$ cat config.mk
export PLATFORM = sky130hd
export DESIGN_NAME = sorted_list_engine
export DESIGN_NICKNAME = d
export VERILOG_FILES = /design/src/hdl/sle_pkg.sv /design/src/hdl/sle_cell.sv /design/src/hdl/sorted_list_engine.sv
export SDC_FILE = /design/constraint.sdc
export NUM_CORES = 2
export LEC_CHECK = 0
export ABC_CLOCK_PERIOD_IN_PS = 13000
export BUFFER_PORTS_ARGS = -buffer_cell sky130_fd_sc_hd__buf_2
export CORE_ASPECT_RATIO = 1.75
export CORE_MARGIN = 5
export CORE_UTILIZATION = 45
export CTS_BUF_LIST = sky130_fd_sc_hd__clkbuf_8 sky130_fd_sc_hd__clkbuf_16
export DETAILED_ROUTE_END_ITERATION = 10
export GPL_ROUTABILITY_DRIVEN = 0
export PLACE_DENSITY_LB_ADDON = 0.1
export RECOVER_POWER = 25
export SLEW_MARGIN = 10
export SYNTH_ARGS = -nofsm -noshare
export SYNTH_HDL_FRONTEND = slang
export SYNTH_SLANG_ARGS = --single-unit
$ cat constraint.sdc
create_clock -name clk -period 13 [get_ports clk]
set_input_delay 1.3 -clock clk [delete_from_list [all_inputs] [get_ports clk]]
set_output_delay 1.3 -clock clk [all_outputs]
set_load 0.05 [all_outputs]
$ cat src/hdl/sle_pkg.sv
// Shared constants, codes and control types for the sorted list engine.
package sle_pkg;

  localparam int DEPTH  = 16;
  localparam int VAL_W  = 32;
  localparam int POS_W  = 8;
  localparam int OP_W   = 3;
  localparam int ST_W   = 2;
  localparam int CNT_W  = $clog2(DEPTH + 1);
  localparam int IDX_W  = (DEPTH > 1) ? $clog2(DEPTH) : 1;
  localparam int PCMP_W = (POS_W > IDX_W + 1) ? POS_W : IDX_W + 1;

  typedef enum logic [OP_W-1:0] {
    OP_PUSH_FRONT   = 3'd0,
    OP_PUSH_BACK    = 3'd1,
    OP_SORT_INSERT  = 3'd2,
    OP_POP_FRONT    = 3'd3,
    OP_POP_BACK     = 3'd4,
    OP_REMOVE_VALUE = 3'd5,
    OP_REMOVE_POS   = 3'd6,
    OP_NONE         = 3'd7
  } op_t;

  typedef enum logic [ST_W-1:0] {
    ST_OK       = 2'd0,
    ST_EMPTY    = 2'd1,
    ST_FULL     = 2'd2,
    ST_NOTFOUND = 2'd3
  } status_t;

  typedef enum logic [1:0] {
    ACT_HOLD   = 2'd0,
    ACT_INSERT = 2'd1,
    ACT_DELETE = 2'd2
  } cell_act_t;

  typedef enum logic [2:0] {
    MARK_HEAD  = 3'd0,
    MARK_TAIL  = 3'd1,
    MARK_SORT  = 3'd2,
    MARK_MATCH = 3'd3,
    MARK_POS   = 3'd4
  } mark_t;

  typedef struct packed {
    cell_act_t               act;
    mark_t                   mark;
    logic signed [VAL_W-1:0] value;
    logic [POS_W-1:0]        position;
    logic [CNT_W-1:0]        count;
  } cell_ctl_t;

endpackage

$ cat src/hdl/sle_cell.sv
// One list cell: holds an entry, finds the request's mark and shifts with its neighbours.
module sle_cell import sle_pkg::*; (
  input  logic                    clk,
  input  cell_ctl_t               ctl,
  input  logic [IDX_W-1:0]        idx,
  input  logic signed [VAL_W-1:0] left_entry,
  input  logic signed [VAL_W-1:0] right_entry,
  input  logic                    before_in,
  output logic                    before_out,
  output logic signed [VAL_W-1:0] entry
);

  logic                    in_range;
  logic                    is_tail;
  logic                    pos_hit;
  logic                    mark;
  logic                    at;
  logic signed [VAL_W-1:0] entry_next;

  assign in_range = CNT_W'(idx) < ctl.count;
  assign is_tail  = CNT_W'(idx) == ctl.count;
  assign pos_hit  = (PCMP_W'(idx) + PCMP_W'(1)) == PCMP_W'(ctl.position);

  always_comb begin
    unique case (ctl.mark)
      MARK_HEAD:  mark = (idx == '0);
      MARK_TAIL:  mark = is_tail;
      MARK_SORT:  mark = (in_range && (entry >= ctl.value)) || is_tail;
      MARK_MATCH: mark = in_range && (entry == ctl.value);
      MARK_POS:   mark = in_range && pos_hit;
      default:    mark = 1'b0;
    endcase
  end

  assign at         = mark && !before_in;
  assign before_out = before_in || mark;

  always_comb begin
    unique case (ctl.act)
      ACT_INSERT: begin
        if (before_in) begin
          entry_next = left_entry;
        end else if (at) begin
          entry_next = ctl.value;
        end else begin
          entry_next = entry;
        end
      end
      ACT_DELETE: begin
        entry_next = (before_in || at) ? right_entry : entry;
      end
      default: entry_next = entry;
    endcase
  end

  always_ff @(posedge clk) begin
    entry <= entry_next;
  end

endmodule

$ cat src/hdl/sorted_list_engine.sv
// Sorted list engine top level: request decode, row of list cells and result register.
// Throughput: one request per cycle unless out_ready holds back a waiting result; the cell
// row applies an accepted request, and the result register is loaded from the updated row
// once the result output is free.
// Reset: synchronous; clears the entry count and the pending and result flags.
// Entries hold no reset value and are only read below the entry count.
module sorted_list_engine import sle_pkg::*; (
  input  logic                    clk,
  input  logic                    rst,
  input  logic                    in_valid,
  output logic                    in_ready,
  input  logic [OP_W-1:0]         operation,
  input  logic signed [VAL_W-1:0] value,
  input  logic [POS_W-1:0]        position,
  output logic                    out_valid,
  input  logic                    out_ready,
  output logic [ST_W-1:0]         status,
  output logic [CNT_W-1:0]        count,
  output logic signed [VAL_W-1:0] front_value,
  output logic signed [VAL_W-1:0] back_value
);

  logic [CNT_W-1:0]        list_count;
  logic [CNT_W-1:0]        list_count_next;
  logic                    pend;
  status_t                 pend_status;
  status_t                 st_next;
  logic                    accept;
  logic                    load;
  logic                    full;
  logic                    empty;
  logic                    found;
  cell_ctl_t               ctl;
  cell_act_t               act;
  mark_t                   mark_sel;
  logic [CNT_W-1:0]        last;
  logic [DEPTH:0]          marked;
  logic signed [VAL_W-1:0] cell_entry [DEPTH];

  assign full     = list_count == CNT_W'(DEPTH);
  assign empty    = list_count == '0;
  assign found    = marked[DEPTH];
  assign load     = pend && (!out_valid || out_ready);
  assign in_ready = !pend || !out_valid || out_ready;
  assign accept   = in_valid && in_ready;
  assign last     = list_count - CNT_W'(1);

  always_comb begin
    act             = ACT_HOLD;
    mark_sel        = MARK_TAIL;
    st_next         = ST_OK;
    list_count_next = list_count;
    unique case (op_t'(operation))
      OP_PUSH_FRONT, OP_PUSH_BACK, OP_SORT_INSERT: begin
        unique case (op_t'(operation))
          OP_PUSH_FRONT: mark_sel = MARK_HEAD;
          OP_PUSH_BACK:  mark_sel = MARK_TAIL;
          default:       mark_sel = MARK_SORT;
        endcase
        if (full) begin
          st_next = ST_FULL;
        end else begin
          act             = ACT_INSERT;
          list_count_next = list_count + CNT_W'(1);
        end
      end
      OP_POP_FRONT: begin
        mark_sel = MARK_HEAD;
        if (empty) begin
          st_next = ST_EMPTY;
        end else begin
          act             = ACT_DELETE;
          list_count_next = list_count - CNT_W'(1);
        end
      end
      OP_POP_BACK: begin
        if (empty) begin
          st_next = ST_EMPTY;
        end else begin
          list_count_next = list_count - CNT_W'(1);
        end
      end
      OP_REMOVE_VALUE, OP_REMOVE_POS: begin
        mark_sel = (op_t'(operation) == OP_REMOVE_VALUE) ? MARK_MATCH : MARK_POS;
        if (empty) begin
          st_next = ST_EMPTY;
        end else if (found) begin
          act             = ACT_DELETE;
          list_count_next = list_count - CNT_W'(1);
        end else begin
          st_next = ST_NOTFOUND;
        end
      end
      default: ;
    endcase
  end

  always_comb begin
    ctl.act      = accept ? act : ACT_HOLD;
    ctl.mark     = mark_sel;
    ctl.value    = value;
    ctl.position = position;
    ctl.count    = list_count;
  end

  assign marked[0] = 1'b0;

  for (genvar i = 0; i < DEPTH; i++) begin : g_cell
    sle_cell u_cell (
      .clk         (clk),
      .ctl         (ctl),
      .idx         (IDX_W'(i)),
      .left_entry  ((i == 0) ? value : cell_entry[(i == 0) ? 0 : i - 1]),
      .right_entry ((i == DEPTH - 1) ? cell_entry[i] : cell_entry[(i == DEPTH - 1) ? i : i + 1]),
      .before_in   (marked[i]),
      .before_out  (marked[i+1]),
      .entry       (cell_entry[i])
    );
  end

  always_ff @(posedge clk) begin
    if (rst) begin
      list_count <= '0;
      pend       <= 1'b0;
      out_valid  <= 1'b0;
    end else begin
      if (accept) begin
        list_count <= list_count_next;
      end
      pend      <= accept || (pend && !load);
      out_valid <= load || (out_valid && !out_ready);
    end
  end

  always_ff @(posedge clk) begin
    if (accept) begin
      pend_status <= st_next;
    end
    if (load) begin
      status      <= pend_status;
      count       <= list_count;
      front_value <= empty ? '0 : cell_entry[0];
      back_value  <= empty ? '0 : cell_entry[last[IDX_W-1:0]];
    end
  end

endmodule

==> implementation parameters <==
Parameter                              Value

Clock network
  Buffer levels on the longest clock path ... 3
  Number of post-CTS setup repair buffers ... 0
  Number of gates given a new drive strength after cts ... 0
  Maximum level of the CTS H-tree ... 3
  Number of buffers inserted for hold repair after clock tree synthesis ... 0
  CTS tree ... built
  CTS root buf ... clkbuf_16
  Num Clock Sinks ... about 590
  Total CTS buffers ... between 60 and 70
  Register clock-pin slew on the reported worst setup and hold paths ... roughly 0.060 ns
  Clk Latency, worst-skew pair ... around 0.67 ns

Layout
  Layout-stage area growth over the synthesis result ... 8.76%
  Final Instance Count excl. Fillers ... 5725
  Proportion of layout cells with a drive suffix above 1 ... under 10%
  Area of all placed cells without fillers ... 49400 um^2
  Final net count ... 4915

Die
  Die area ... ~110000 um^2
  Number of top-level design ports ... 120
  Count of standard-cell rows ... around 150
  Chip Width ... around 250 um
  Y dimension of the die ... approximately 430 um
  Starting utilization of the core area ... between 40% and 50%
  Core region area ... ~100000 um^2

STA
  Setup TNS after final layout ... 0 ns
  Worst setup skew after layout ... around 0.041 ns
  Final worst path period need ... about 10 ns
  Transition at the pin with the smallest max-transition slack ... between 4 and 5 ns
  Final hold slack ... 0.428 ns
  Final hold vios ... 0
  Worst slew margin relative to its limit ... -217%
  Unrepaired setup endpoints after global routing ... false
  Final number of max-transition violations ... between 400 and 500
  Final setup vio count ... 0
  Fraction of the cycle the final worst path needs ... between 70% and 80%
  Highest clock rate ... 97.4 MHz

Global route
  Number of global-route vias before repair ... about 36k
  Antenna violations before repair ... 7
  Global route overflow ... 0
  Total routing usage reported by global routing ... 31.5%
  Maximum number of pins on one net before global-route repair ... between 200 and 300
  Wire length of the first global-routing pass ... about 250 mm

Worst setup path
  Worst path cell trace ... inv_1 > ha_1 > a31oi_1 > nor3b_1 > and4_1 > nand4_1 > nor3_1 > buf_4 > a22oi_1 > o211a_1 > ha_1 > or2_2 > and3_1 > a21oi_4 > buf_4
  Buf+Inv Stages, Crit Path ... 3
  Setup Crit Path Kind ... flip-flop to flip-flop
  Data arrival time of the critical path ... between 10 and 15 ns
  CP max-delay cell ... dfxtp_1
  Largest stage delay on the critical path ... 2.40 ns
  Endpoint type of the worst setup path ... flip-flop
  Crit path launch type ... flip-flop
  Cell type group with the largest total delay on the critical path ... simple AND/OR/NAND/NOR gates
  Req. time, crit path ... between 10 and 15 ns
  Maximum fanout along the worst path ... 51

Synthesis
  Predominant post-synthesis flop cell ... edfxtp_1
  Area fraction in compound gates after synthesis ... about 15%
  Main combinational cell family by area after synthesis ... multiplexers
  Share of synthesized registers carrying an async set or reset ... 0%
  Part of the Yosys area used for sequential elements ... between 30 and 40%
  Flip-flop and latch count after synthesis ... ~600
  Number of library cell types mapped by synthesis ... 89
  Xor/xnor share of the synthesized area ... 0.165%
  Yosys synthesis warning count ... 0
  Number of enable flip-flop cells after synthesis ... about 590
  Syn Area/Cell ... between 10 and 15 um^2
  Simple-gate area share of the yosys netlist ... 12.0%
  Post-synthesis mux area share ... between 10% and 20%
  Synthesized instance count ... 4349
  Adder-Cell Fraction of Synth Area ... 14.3%
  Netlist Area Pre-Place ... ~45000 um^2
  Mapped Nets ... just under 5k

Drt
  Via Count ... between 30k and 40k
  Remaining antenna violation count after routing ... 0
  Number of design-rule violations left by the first detailed-router iteration ... around 3.2k
  Per-cell via count in the routed design ... 6.48
  Number of search-and-repair iterations in the first detailed-routing pass ... 6
  DRC Markers ... 0
  Average wire per standard cell ... around 30 um
  Total wire length after detailed routing ... roughly 180 mm

Run status
  Violations in the final reports ... capacitance limit, slew limit
  Result of the run ... finished with violations

Power and ir drop
  Leakage power summed over all cells ... around 18 nW
  Max rail drop VDD ... between 100 and 150 uV
  Total Power Consumption ... 0.0104 W
  Power per standard cell area ... 211 nW/um^2

Run
  Max capacitance violation total ... 10

Placement
  Cell area after placement ... 47500 um^2
  Detailed-placement wirelength estimate ... approximately 130 mm
  Placed Cells incl. Taps ... around 5.6k
  Port Buffer Count ... around 120

Hold path
  Hold/Removal Path Class ... flip-flop to flip-flop
==> worst paths after layout <==
path	startpoint	endpoint	slack, ns	cells after the start
setup / recovery	list_count[0]	g_cell[11].u_cell.entry[27]	2.74	15
setup reg to reg	list_count[0]	g_cell[11].u_cell.entry[27]	2.74	15
hold / removal	pend_status[0]	status[0]	0.43	0
hold reg to reg	pend_status[0]	status[0]	0.43	0
==> metal layers <==
metal / vias up / track usage [%] / routed length (um) / part of all wire, %
li1: 16800 / - / - / -
met1: 18300 / 33.9 / 62000 / 35
met2: 1445 / 55.8 / 89100 / 50
met3: 552 / 4.30 / 9040 / 5.1
met4: 8 / 23.8 / 16400 / 9.3
met5: - / 0 / 50 / 0.028
==> sequential cells by signal (all words and copies together), names as in the netlist <==
signal,cells
out_valid,1
status,2
count,5
pend_status,2
g_cell.u_cell.entry,512
list_count,5
front_value,32
back_value,32
pend,1
==> kinds of logic (layout without fill, tap and decap cells) <==
family	count (synthesis)	after routing
flip-flops	592	592
XOR/XNOR	7	7
buffers and inverters	351	398
other	0	3
AND/OR/NAND/NOR	1144	1144
adder cells (fa/ha/maj)	520	520
AO/OA/AOI/OAI	1157	1157
multiplexers	578	578
==> per-stage QoR <==
stage	setup slack, ns	utilization [%]
2_1_floorplan	5.68	-
3_3_place_gp	3.68	47.3
3_5_place_dp	3.59	47.3
4_1_cts	4.23	49.5
5_1_grt	2.06	49.2
6_report	2.74	49.2
==> synth_stat cells, drive strengths merged, types with 12 or more instances <==
| cell | instances | area share, % |
|---|---|---|
| a211oi | 93 | 1.5 |
| a21o | 60 | 0.99 |
| a21oi | 252 | 2.8 |
| a221oi | 13 | 0.25 |
| a31oi | 20 | 0.28 |
| and2 | 40 | 0.55 |
| and3 | 22 | 0.30 |
| buf | 60 | 0.77 |
| clkbuf | 214 | 1.8 |
| edfxtp | 585 | 39 |
| ha | 519 | 14 |
| inv | 76 | 0.63 |
| mux2 | 63 | 1.8 |
| mux2i | 387 | 8.5 |
| mux4 | 128 | 6.3 |
| nand2 | 564 | 4.7 |
| nand2b | 20 | 0.28 |
| nand3 | 66 | 0.73 |
| nand4 | 105 | 1.5 |
| nor2 | 145 | 1.2 |
| nor2b | 54 | 0.74 |
| nor3 | 42 | 0.55 |
| nor4 | 19 | 0.31 |
| o211ai | 23 | 0.38 |
| o21a | 14 | 0.23 |
| o21ai | 585 | 6.4 |
| or3 | 12 | 0.17 |
==> cell type report <==
| cell class | count | area (um^2) |
|---|---|---|
| inverters | 77 | 289 |
| flip-flops and latches | 592 | 17700 |
| multi-input cells | 3406 | 26400 |
| clock buffers | 69 | 1720 |
| repair buffers | 206 | 1170 |
| well taps | 1326 | 1660 |
| diodes | 3 | 7.51 |
| clock inverters | 46 | 413 |
| fillers | 9346 | 51000 |
==> where the power goes <==
part / internal [W] / total (W) / switching (W)
registers: 0.00290 / 0.00350 / 0.000596
clock network: 0.00110 / 0.00197 / 0.000871
logic: 0.00188 / 0.00495 / 0.00307
total: 0.00587 / 0.0104 / 0.00454
==> placed cells by master (no fill, tap or decap), drive strengths merged, types with 63 or more instances in the layout <==
| cell | netlist | final |
|---|---|---|
| nand2 | 564 | 564 |
| clkbuf | 214 | 149 |
| nand4 | 105 | 105 |
| inv | 76 | 88 |
| edfxtp | 585 | 585 |
| nor2 | 145 | 145 |
| mux4 | 128 | 128 |
| a21oi | 252 | 252 |
| a211oi | 93 | 93 |
| ha | 519 | 519 |
| buf | 60 | 126 |
| mux2 | 63 | 63 |
| o21ai | 585 | 585 |
| nand3 | 66 | 66 |
| mux2i | 387 | 387 |
(Power assumes the default switching activity.)
